==> config.mk <==
export PLATFORM = sky130hd
export DESIGN_NAME = pcbn_ctrl
export DESIGN_NICKNAME = d
export VERILOG_FILES = /design/src/sv/pcbn_pkg.sv /design/src/sv/pcbn_ctrl.sv
export SDC_FILE = /design/constraint.sdc
export NUM_CORES = 1
export LEC_CHECK = 0
export ABC_CLOCK_PERIOD_IN_PS = 2500
export BUFFER_PORTS_ARGS = -buffer_cell sky130_fd_sc_hd__buf_2
export CORE_AREA = 2 2 39 41
export CTS_BUF_LIST = sky130_fd_sc_hd__clkbuf_2
export CTS_CLUSTER_SIZE = 16
export DETAILED_ROUTE_END_ITERATION = 10
export DIE_AREA = 0 0 41 43
export PLACE_DENSITY = 0.77
export SLEW_MARGIN = 0
export SYNTH_ARGS = -nofsm -noshare
export SYNTH_HDL_FRONTEND = slang
export SYNTH_SLANG_ARGS = --single-unit
==> constraint.sdc <==
create_clock -name i_clk -period 2.5 [get_ports i_clk]
set_clock_uncertainty 0.2 [all_clocks]
set_input_delay 0.125 -clock i_clk [delete_from_list [all_inputs] [get_ports i_clk]]
set_output_delay 0.125 -clock i_clk [all_outputs]
set_load 0.05 [all_outputs]
==> src/sv/pcbn_pkg.sv <==
package pcbn_pkg;

    localparam int DEF_COORD_WIDTH = 24;
    localparam int DEF_FRAC_BITS   = 16;

    localparam int MAX_EXT_W  = 23;
    localparam int ZOFF_W     = 24;
    localparam int CFG_DATA_W = 24;
    localparam int CFG_IDX_W  = 2;
    localparam int SCALE_W    = 32;
    localparam int SENT_UNITS = 100;

    localparam logic [MAX_EXT_W-1:0] MAX_EXT_RESET = MAX_EXT_W'(65536);
    localparam logic [ZOFF_W-1:0]    ZOFF_RESET    = ZOFF_W'(98304);

    localparam logic [CFG_IDX_W-1:0] CFG_MAX_EXTENT = CFG_IDX_W'(0);
    localparam logic [CFG_IDX_W-1:0] CFG_Z_OFFSET   = CFG_IDX_W'(1);

    localparam logic [1:0] OP_CLEAR   = 2'd0;
    localparam logic [1:0] OP_MEASURE = 2'd1;
    localparam logic [1:0] OP_NORM    = 2'd2;

    // commands from the controller to the datapath
    typedef struct packed {
        logic accept;
        logic clear;
        logic meas;
        logic range_calc;
        logic div_init;
        logic div_step;
        logic div_end;
        logic d2;
        logic mul;
        logic rnd;
        logic fin;
    } t_cmd;

    typedef struct packed {
        logic scale_ready;
        logic div_done;
        logic out_free;
    } t_sts;

    // +100.0 clipped to the signed coordinate range
    function automatic longint sent_pos(int cw, int fb);
        longint v;
        longint hi;
        v  = longint'(SENT_UNITS) <<< fb;
        hi = (longint'(1) <<< (cw - 1)) - 1;
        return (v > hi) ? hi : v;
    endfunction

    // -100.0 clipped to the signed coordinate range
    function automatic longint sent_neg(int cw, int fb);
        longint v;
        longint lo;
        v  = -(longint'(SENT_UNITS) <<< fb);
        lo = -(longint'(1) <<< (cw - 1));
        return (v < lo) ? lo : v;
    endfunction

endpackage

==> src/sv/pcbn_ctrl.sv <==
module pcbn_ctrl
    import pcbn_pkg::*;
(
    input  logic       i_clk,
    input  logic       i_rst_n,
    input  logic       i_valid,
    input  logic [1:0] i_op,
    output logic       o_ready,
    input  t_sts       i_sts,
    output t_cmd       o_cmd
);

    typedef enum logic [7:0] {
        S_IDLE  = 8'b0000_0001,
        S_RANGE = 8'b0000_0010,
        S_RMAX  = 8'b0000_0100,
        S_DIV   = 8'b0000_1000,
        S_D2    = 8'b0001_0000,
        S_MUL   = 8'b0010_0000,
        S_RND   = 8'b0100_0000,
        S_FIN   = 8'b1000_0000
    } t_state;

    t_state r_state;
    t_state n_state;

    always_ff @(posedge i_clk) begin
        if (!i_rst_n) begin
            r_state <= S_IDLE;
        end else begin
            r_state <= n_state;
        end
    end

    always_comb begin
        n_state = r_state;
        o_cmd   = '0;
        o_ready = 1'b0;
        case (r_state)
            S_IDLE: begin
                o_ready = 1'b1;
                if (i_valid) begin
                    o_cmd.accept = 1'b1;
                    case (i_op)
                        OP_CLEAR:   o_cmd.clear = 1'b1;
                        OP_MEASURE: o_cmd.meas  = 1'b1;
                        OP_NORM:    n_state = i_sts.scale_ready ? S_D2 : S_RANGE;
                        default:    n_state = S_IDLE;
                    endcase
                end
            end
            S_RANGE: begin
                o_cmd.range_calc = 1'b1;
                n_state = S_RMAX;
            end
            S_RMAX: begin
                o_cmd.div_init = 1'b1;
                n_state = S_DIV;
            end
            S_DIV: begin
                if (i_sts.div_done) begin
                    o_cmd.div_end = 1'b1;
                    n_state = S_D2;
                end else begin
                    o_cmd.div_step = 1'b1;
                end
            end
            S_D2: begin
                o_cmd.d2 = 1'b1;
                n_state = S_MUL;
            end
            S_MUL: begin
                o_cmd.mul = 1'b1;
                n_state = S_RND;
            end
            S_RND: begin
                o_cmd.rnd = 1'b1;
                n_state = S_FIN;
            end
            S_FIN: begin
                // wait here while the previous result is still held
                if (i_sts.out_free) begin
                    o_cmd.fin = 1'b1;
                    n_state = S_IDLE;
                end
            end
            default: n_state = S_IDLE;
        endcase
    end

    a_ready_skip_div: assert property (@(posedge i_clk) disable iff (!i_rst_n)
        (r_state == S_IDLE && i_valid && i_op == OP_NORM && i_sts.scale_ready)
        |=> r_state == S_D2)
        else $error("normalize with valid scale did not go straight to the datapath");

    a_div_holds: assert property (@(posedge i_clk) disable iff (!i_rst_n)
        (r_state == S_DIV && !i_sts.div_done) |=> r_state == S_DIV)
        else $error("divider left before done");

    a_fin_stall: assert property (@(posedge i_clk) disable iff (!i_rst_n)
        (r_state == S_FIN && !i_sts.out_free) |=> r_state == S_FIN)
        else $error("result dropped while output register full");

endmodule

* Yosys cells after proc, flatten, opt, wreduce, memory -nomap -nowiden
Cells that the tools add are included.
W data, S select, Z words.
** Storage, ports and cells
- Register bits after elaboration :: 8
- Output and inout port bits :: 12
- Logic and storage cells :: 39
** Operators by class
- Equal/unequal tests :: 14
- Mux-type cells :: 21
- Reduce and logical (&&, ||, !) cells :: 3
** Operators by type and width (number)
- $pmux W8 S8 :: 1
- $mux W8 :: 3
- $pmux W8 S2 :: 1
- $mux W1 :: 12
- $eq A8 B1 Y1 const B :: 1
- $eq A8 B2 Y1 const B :: 1
- $eq A8 B3 Y1 const B :: 1
- $eq A8 B4 Y1 const B :: 1
- $eq A8 B5 Y1 const B :: 1
- $eq A8 B6 Y1 const B :: 1
- $eq A8 B7 Y1 const B :: 1
- $eq A8 B8 Y1 const B :: 1
- $ne A2 B2 Y1 const B :: 4
- $mux W3 :: 2
- $mux W5 :: 1
- $reduce_and A4 Y1 :: 1
- $eq A2 B1 Y1 const B :: 1
- $eq A2 B2 Y1 const B :: 1
- $logic_not A2 Y1 :: 1
- $mux W2 :: 1
- $reduce_or A2 Y1 :: 1

* Logic depth before layout (Yosys ltp)
Gate-level depths: netlist of the first run.
- Depth after elaboration :: 5
- Mapped depth :: 7

* Worst setup path after synthesis of the first run
OpenSTA, ideal clock, no wires.
- Kind :: register -> output
- Start :: register r_state[7]
- End :: output port o_cmd[8] (netlist bit)
- Arrival :: 2378 ps
- Data required time :: 2175 ps
- Slack :: -203 ps
- Cell stages (with the launch flop) :: 6
- Path through :: dfxtp_1 -> nor4_2 -> and3_1 -> buf_4 -> nand2_1 -> nor3b_1
** RTL lines
- start, declared :: RTL line pcbn_ctrl.sv:24 : t_state r_state;
- start signal, assigned :: RTL line pcbn_ctrl.sv:31 : r_state <= n_state;
- end, declared :: RTL line pcbn_ctrl.sv:10 : output t_cmd o_cmd

==> out/metrics.yaml, run 1 <==
final_layout:
  nets: 99
  largest_register: "r_state"
  drive_gt1_share_pct: 36.0
  antennaDiodeCount: 0
  area_growth_pct: 26.3
  largest_register_ffs: 8
  design_area_um2: 703
  largest_registers: "r_state: 8 flops"
floorplan:
  die_w_um: 41
  num_rows: 14
  pin_count: 20
  core_mm2: 0.00138
  dieArea_mm2: 0.00176
  dieHeight_um: 43
  initial_utilization_pct: 40.2
synth:
  synth_edf_count: 0
  ys_async_sr_fraction_pct: 0
  synth.distinct_cells: 34
  synth.area.top_cells: "dfxtp_1, and4b_1, nor2_1"
  ys_seq_area_share_pct: 28.8
  netlist_instances: 67
  syn_area_um2: 557
  syn-num-nets: 75
  yosys.area.top_type: "dfxtp_1"
  synth_top_cell_area_share_pct: 28.8
  avgSynthCellArea_um2: 8.31
  synthTopCellsByCount: "dfxtp_1, nor2_1, nand2_1, nor3_1, inv_1"
  ys_seq_elements: 8
  synth.most_common_cell: "dfxtp_1"
  ys.flop_type: "dfxtp_1"
  ys.warnings.count: 0
clock_network:
  cts_tree: "done"
  cts-buffers-inserted: 3
  clock-root-buffer: "clkbuf_2"
  clk_pin_slew_ns: 0.08
  cts-resized-gates: 0
  post_cts_buffers: 0
  cts_buffer_depth: 2
  htreeDepth: 1
  clk_latency_ns: 0.24
  hold_buffers: 3
  cts.sinks: 8
timing:
  setup_viol: 0
  fin_crit_sh_pct: 92.9
  min_period_ns: 2.32
  rsz0062_at_grt: "false"
  slew_violations: 0
  worstMarginPinSlew_ns: 0.413
  timing.setup.tns_ns: 0
  hold_viol: 0
  slew_headroom_pct: 72.1
  fmax_ghz: 0.431
place:
  portBuffers: 19
  hpwlAfterDp_um: 951
  place_congestion: 0.784
  place_area_um2: 658
global_route:
  grt_pass1_vias: 481
  grt_usage_pct: 16.3
  grt_pass1_wl_um: 1970
  gr-usage-met2_pct: 23.4
  grt_max_degree: 10
  grtUsageMet3_pct: 4.71
  grtUsageMet1_pct: 21.4
  busiest_layer: "met2"
  antenna_found_initial: 0
  grt.overflow.total: 0
power:
  ir_drop_uv: 177
  p_leak_uw: 0.000366
  p_per_area_mw_per_mm2: 398
detailed_routing:
  routed_wl_um: 1230
  vias: 580
  antenna_left: 0
  drc: 0
  vias_per_cell: 5.52
  first_pass_iters: 6
  initialDrtViolationCount: 16
  wl_per_cell_um: 11.7
worst_setup_path:
  reg2reg_from: "r_state[1]$_SDFFE_PN0P_"
  startpoint: "r_state[7]$_SDFFE_PN0P_"
  r2r-end: "r_state[1]$_SDFFE_PN0P_"
  start_kind: "flip-flop"
  required_ns: 2.17
  crit_arrival_ns: 2.00
  crit_type: "flip-flop to primary output"
  r2r_cells: 6
  cp-end-kind: "primary output"
  rrSetupSlack_ns: 0.18
  path_max_fanout: 7
status:
  outcome: "completed"
hold_path:
  holdPathStages: 3
  hp-class: "primary input to flip-flop"
  hold_path_startpoint: "i_sts[0]"
  hold_path_end: "r_state[7]$_SDFFE_PN0P_"
run:
  maxCapViolations: 0
[cell type report]
type	instances	area (um2)
Clock buffer	3	15.0
Tap cell	16	20.0
Timing Repair Buffer	22	125
Multi-Input combinational cell	52	368
Sequential cell	8	160
Fill cell	142	681
Inverter	4	15.0
[metal layers]
metal / wire length [um] / vias to the layer above
li1: - / 291
met1: 578 / 266
met2: 578 / 21
met3: 66 / 2
met4: 8 / 0
met5: 0 / -
[where the power goes]
group | internal [uW] | switching (uW)
sequential | 129 | 3.66
combinational | 23.0 | 42.6
clock | 32.7 | 48.3
total | 185 | 94.6
[critical path, cell delays in order (launching register included)]
cell and delay, ns:
dfxtp_1 0.38, nor4_2 0.45, and3_1 0.33, nand2_1 0.14, nor3b_2 0.18, buf_2 0.28
[stage by stage]
| step | cells | utilization, % | hold slack, ns | power [uW] | worst slack, ns |
|---|---|---|---|---|---|
| after detailed placement | 99 | 47.6 | 0.106 | 199 | 0.472 |
| after global placement | 99 | 47.6 | 0.111 | 198 | 0.557 |
| final | 105 | 50.8 | 0.0651 | 280 | 0.177 |
| after CTS | 105 | 50.8 | 0.0636 | 283 | 0.174 |
| after floorplan | 67 | - | 0.00200 | 183 | 0.0341 |
| after global routing | 105 | 50.8 | 0.0581 | 298 | 0.000942 |
[logic make-up after synthesis]
logic type / share of synthesized area [%]
and+or+nand+nor: 48.5
DFF: 28.8
xor gates and xnor gates: 1.57
AOI/OAI and AO/OA: 14.2
buffers and inverters: 6.96
[layout by cell type (no fill, tap or decap), types with 2 or more instances in the layout]
cell type      Yosys  routed
nor3_1             5       4
clkbuf_2           1       3
dfxtp_1            8       8
and4b_1            3       3
a31oi_1            2       2
buf_2              0      19
inv_1              4       4
and3_1             3       3
nor2b_1            2       2
nor4_2             2       2
nor4b_1            2       2
nand2_1            5       5
dlygate4sd3_1      0       3
nor2_1             7       7
nor3_2             1       2
[worst max path at each step]
stage                               to  slack, ns  depth (start not counted)
4_1_cts                       o_cmd[8]       0.17                          5
6_report                      o_cmd[8]       0.18                          5
3_5_place_dp                  o_cmd[8]       0.47                          5
5_1_grt                       o_cmd[8]     0.0009                          5
3_3_place_gp                  o_cmd[8]       0.56                          5
2_1_floorplan  r_state[5]$_SDFFE_PN0P_       0.03                          4
Power figures use the tool's default switching activity.
==> run 2: changes to the inputs <==
Settings changed: ABC_CLOCK_PERIOD_IN_PS 2500 to 2900.
Clock period 2.5 ns to 2.9 ns, I/O delays scaled along.
==> run 2 against run 1 <==
Net effect: core utilization fell by 1.4 points; largest cell class unchanged; final area fell by 2.8%; final cell count fell by 0.95%; worst hold slack improved by 0.018 ns; critical endpoint unchanged; critical path type unchanged; highest routed layer unchanged; sequential power fell by 14%.
==> out/metrics.yaml, run 2 (same netlist as run 1, synthesis figures left out) <==
timing:
  fmax_ghz: 0.437
  min_period_ns: 2.29
  setup_viol: 0  # unchanged
  timing.setup.tns_ns: 0  # unchanged
  hold_viol: 0  # unchanged
  worstMarginPinSlew_ns: 0.391  # -0.0221 ns
  fin_crit_sh_pct: 78.9
  rsz0062_at_grt: "false"
  slew_violations: 0  # unchanged
  slew_headroom_pct: 73.6  # +1.5 points
power:
  netSwitchingFraction_pct: 33.1  # -0.74 points
  seq_power_share_pct: 48.3  # +0.8 points
  p_per_area_mw_per_mm2: 347  # -13%
  clockPowerShare_pct: 28.5  # -0.5 points
  p_sw_uw: 78.5  # -17%
  combPwrFrac_pct: 23.1  # -0.4 points
  p_leak_uw: 0.000356  # -2.6%
  ir_drop_uv: 221  # +25%
  power.internal_uw: 159  # -14%
floorplan:
  pin_count: 20  # unchanged
  die_w_um: 41  # unchanged
  num_rows: 14  # unchanged
  initial_utilization_pct: 40.2  # unchanged
  dieHeight_um: 43  # unchanged
  core_mm2: 0.00138  # unchanged
  dieArea_mm2: 0.00176  # unchanged
final_layout:
  final_cell_mix: "buf_2, dfxtp_1, nor2_1"
  largest_register_ffs: 8  # unchanged
  area_growth_pct: 22.7
  drive_gt1_share_pct: 34.1  # -1.9 points
  nets: 98  # -1.0%
  final_common_cell: "buf_2"
  fillers: 141  # -0.70%
  multi_input_area_um2: 358  # -2.7%
  finish.utilization_pct: 49.4  # -1.4 points
  largest_registers: "r_state: 8 flops"
  antennaDiodeCount: 0  # unchanged
  largest_register: "r_state"
  seqCellArea_um2: 160  # unchanged
detailed_routing:
  vias_per_cell: 5.48  # -0.78%
  wl_met3_um: 56  # -15%
  routed_wl_um: 1250  # +1.1%
  initialDrtViolationCount: 10  # -6
  wl_met1_um: 607  # +5.0%
  vias: 570  # -1.7%
  antenna_left: 0  # unchanged
  wl_per_cell_um: 12.0  # +2.1%
  drc: 0  # unchanged
  first_pass_iters: 4  # -2
  dr.max_layer_used: "met4"
  dr_wl_met2_um: 543  # -6.1%
global_route:
  grt.overflow.total: 0  # unchanged
  antenna_found_initial: 0  # unchanged
  grt_pass1_vias: 454  # -5.6%
  grt_usage_pct: 15.8  # -0.50 points
  grt_max_degree: 10  # unchanged
  grt_pass1_wl_um: 1850  # -6.0%
clock_network:
  cts.sinks: 8  # unchanged
  clk_pin_slew_ns: 0.07  # about the same
  cts_buffer_depth: 2  # unchanged
  hold_buffers: 2  # -1
  post_cts_buffers: 0  # unchanged
  cts_tree: "done"
  cts-buffers-inserted: 3  # unchanged
  clk_latency_ns: 0.25  # about the same
  cts-resized-gates: 0  # unchanged
  clock-root-buffer: "clkbuf_2"
  htreeDepth: 1  # unchanged
worst_setup_path:
  required_ns: 2.56  # +0.39 ns
  critPathSlowestCell: "nor4_2"
  crit_arrival_ns: 1.94  # -0.06 ns
  start_kind: "flip-flop"
  slowest_delay_ns: 0.43  # -0.02 ns
  path_max_fanout: 7  # unchanged
  cp_cell_sequence: "nor4_2 > and3_1 > nand2_1 > nor3b_1 > buf_2"
  cp-end-kind: "primary output"
  crit_type: "flip-flop to primary output"
place:
  portBuffers: 19  # unchanged
  place_congestion: 0.706  # -9.9%
  hpwlAfterDp_um: 972  # +2.2%
status:
  outcome: "completed"
run:
  maxCapViolations: 0  # unchanged
hold_path:
  hp-class: "primary input to flip-flop"
run 2: cell count changes in the layout (fill, tap and decap cells not counted), sizes merged:
| cell | change |
|---|---|
| dlygate4sd3 | -1 |
run 2: path summary, 6_finish.rpt:
check / from / end / slack, ns / depth (start not counted)
max reg2reg: r_state[1]$_SDFFE_PN0P_ / r_state[0]$_SDFFE_PN1P_ / 1.00 / 5
max: r_state[7]$_SDFFE_PN0P_ / o_cmd[8] / 0.61 / 5
min: i_sts[0] / r_state[7]$_SDFFE_PN0P_ / 0.08 / 3
min reg2reg: r_state[5]$_SDFFE_PN0P_ / r_state[6]$_SDFFE_PN0P_ / 0.41 / 2
run 2: stage by stage:
stage	total power [uW]	setup WS [ns]	cell area (um2)	hold slack (ns)	std cells
floorplan	157	0.177	557	0.0220	67
global placement	169	0.932	648	0.132	99
detailed placement	170	0.909	648	0.133	99
CTS	237	0.621	683	0.0903	104
global route	246	0.455	683	0.0966	104
finish	237	0.611	683	0.0829	104
run 2: critical path: cells and delay by family, from the launching register on:
family / cells / cell delay [ns]
buffers and inverters: 1 / 0.29
DFF: 1 / 0.38
and+or+nand+nor: 4 / 1.05
run 2: layout make-up:
cell class                      instances  share of cell area [%]
Sequential cell                         8                    23.4
Tap cell                               16                    2.93
Timing Repair Buffer                   21                    16.8
Multi-Input combinational cell         52                    52.4
Clock buffer                            3                    2.20
Inverter                                4                    2.20
run 2: power by group through the flow:
stage	registers (uW)	clock network [uW]	logic, uW
2_1_floorplan	116	0	40.2
3_3_place_gp	117	0	52.5
3_5_place_dp	117	0	52.7
4_1_cts	115	66.9	55.1
5_1_grt	115	72.2	58.9
6_report	115	67.7	54.9
run 2: layer usage:
| metal | GRT usage [%] | vias up |
|---|---|---|
| met3 | 3.14 | 5 |
| met4 | 12.0 | 0 |
| li1 | - | 287 |
| met5 | 0 | - |
| met1 | 19.7 | 262 |
| met2 | 22.5 | 16 |
==> run 3: changes to the inputs <==
Settings changed: ABC_CLOCK_PERIOD_IN_PS 2900 to 1950, PLACE_DENSITY 0.77 to 0.8.
Clock period 2.9 ns to 1.95 ns, I/O delays scaled along.
==> run 3 against run 2 <==
Net effect: the run now ends with negative setup slack left; worst hold slack worse by 0.013 ns; clock power is 39% higher; sequential cell count unchanged; register-to-register slack got worse by 0.95 ns; combinational power up 100%; final area up 26%.
==> out/metrics.yaml, run 3 (same netlist as run 1, synthesis figures left out) <==
status:
  outcome: "finished with violations"
  violations: "negative setup slack"
timing:
  slew_headroom_pct: 76.1  # +2.5 points
  min_period_ns: 2.02
  fmax_ghz: 0.495
  setup_viol: 3  # +3
  timing.setup.tns_ns: -0.168  # -0.168 ns
  rsz0062_at_grt: "true"
  layout_setup_ws_ns: -0.0704  # -0.681 ns
  fin_crit_sh_pct: 104
  worstMarginPinSlew_ns: 0.354  # -0.0375 ns
  slew_violations: 0  # unchanged
  hold_viol: 0  # unchanged
detailed_routing:
  antenna_left: 0  # unchanged
  vias_per_cell: 5.39  # -1.7%
  initialDrtViolationCount: 6  # -4
  wl_per_cell_um: 12.9  # +7.4%
  routed_wl_um: 1430  # +15%
  drc: 0  # unchanged
  vias: 598  # +4.9%
  first_pass_iters: 5  # +1
clock_network:
  clk_latency_ns: 0.23  # -0.02 ns
  clk_pin_slew_ns: 0.07  # about the same
  htreeDepth: 1  # unchanged
  clock-root-buffer: "clkbuf_2"
  cts_buffer_depth: 2  # unchanged
  cts-buffers-inserted: 3  # unchanged
  cts_tree: "done"
  cts.sinks: 8  # unchanged
worst_setup_path:
  reg2reg_from: "r_state[1]$_SDFFE_PN0P_"
  start_kind: "flip-flop"
  r2r-end: "r_state[0]$_SDFFE_PN1P_"
  required_ns: 1.65  # -0.91 ns
  cp-end-kind: "primary output"
  crit_arrival_ns: 1.72  # -0.22 ns
  r2r_cells: 6  # +1
  rrSetupSlack_ns: 0.05  # -0.95 ns
  path_max_fanout: 7  # unchanged
  crit_type: "flip-flop to primary output"
global_route:
  grt.overflow.total: 0  # unchanged
  grt_pass1_vias: 529  # +17%
  antenna_found_initial: 0  # unchanged
  grt_max_degree: 9  # -1
  grt_pass1_wl_um: 2210  # +20%
  grt_usage_pct: 18.7  # +2.9 points
final_layout:
  largest_registers: "r_state: 8 flops"
  final_cell_mix: "buf_2, buf_4, nor2_1"
  design_area_um2: 862  # +26%
  fillers: 125  # -11%
  drive_gt1_share_pct: 49.5  # +15 points
  largest_register_ffs: 8  # unchanged
  nets: 105  # +7.1%
  final_common_cell: "buf_2"
  largest_register: "r_state"
  area_growth_pct: 54.8
  antennaDiodeCount: 0  # unchanged
floorplan:
  initial_utilization_pct: 40.2  # unchanged
  dieArea_mm2: 0.00176  # unchanged
  core_mm2: 0.00138  # unchanged
  die_w_um: 41  # unchanged
  num_rows: 14  # unchanged
  pin_count: 20  # unchanged
  dieHeight_um: 43  # unchanged
hold_path:
  hp-class: "primary input to flip-flop"
  hold_path_startpoint: "i_sts[0]"
  hold_path_end: "r_state[7]$_SDFFE_PN0P_"
  holdPathStages: 3  # unchanged
place:
  hpwlAfterDp_um: 1040  # +7.5%
  place_congestion: 0.690  # -2.3%
  portBuffers: 19  # unchanged
  place_area_um2: 731  # +13%
power:
  p_per_area_mw_per_mm2: 432  # +24%
  ir_drop_uv: 274  # +24%
  p_leak_uw: 0.000408  # +15%
run:
  maxCapViolations: 0  # unchanged
run 3: changes by cell type in the layout (fill, tap and decap cells not counted), sizes merged:
cell    delta
buf        +5
clkbuf     +2
run 3: worst max-delay path by stage:
| stage | endpoint | slack [ns] | startpoint | depth (start not counted) |
|---|---|---|---|---|
| 2_1_floorplan | r_state[5]$_SDFFE_PN0P_ | -0.06 | r_state[1]$_SDFFE_PN0P_ | 3 |
| 3_3_place_gp | o_cmd[8] | 0.16 | r_state[4]$_SDFFE_PN0P_ | 5 |
| 3_5_place_dp | o_cmd[0] | 0.14 | r_state[1]$_SDFFE_PN0P_ | 4 |
| 4_1_cts | o_cmd[0] | -0.05 | r_state[1]$_SDFFE_PN0P_ | 4 |
| 5_1_grt | o_cmd[2] | -0.14 | r_state[1]$_SDFFE_PN0P_ | 6 |
| 6_report | o_cmd[2] | -0.07 | r_state[1]$_SDFFE_PN0P_ | 6 |
run 3: worst max-delay path, stage by stage (launching register included):
cell,delay (ns)
dfxtp_4,0.36
or4_4,0.57
buf_12,0.16
nor2_4,0.07
nand3_2,0.10
inv_2,0.08
buf_8,0.14
run 3: what timing repair did:
action | CTS | global route
setup buffers | 0 | 2
gates resized for setup | 11 | 13
endpoints found under the hold margin | 7 | 0
pin swaps | 0 | 1
hold buffers | 2 | 0
setup endpoints to repair | 7 | 8
run 3: layer usage:
metal / wire length [um] / GRT usage [%]
met1: 606 / 23.6
met2: 761 / 28.7
met3: 43 / 3.14
met4: 19 / 10.0
met5: 0 / 0
run 3: cell type report:
class                           instances  area, um2  area share (%)
Multi-Input combinational cell         52        419            48.6
Sequential cell                         8        170            19.7
Tap cell                               16       20.0            2.32
Clock buffer                            3       15.0            1.74
Inverter                                4       15.0            1.74
Timing Repair Buffer                   28        223            25.8
run 3: stage by stage:
stage | hold slack (ns) | total power [uW] | utilization (%) | worst slack (ns) | instances
after global routing | 0.0579 | 394 | 62.3 | -0.140 | 111
after detailed placement | 0.0771 | 267 | 52.8 | 0.136 | 104
after CTS | 0.0658 | 368 | 57.7 | -0.0515 | 109
after global placement | 0.0745 | 266 | 52.8 | 0.157 | 104
final | 0.0699 | 373 | 62.3 | -0.0704 | 111
after floorplan | -0.0331 | 241 | - | -0.0603 | 67
run 3: report_power, final:
part / switching [uW] / internal [uW]
registers: 4.93 / 163
logic: 63.5 / 46.7
clock network: 52.0 / 41.9
total: 120 / 252
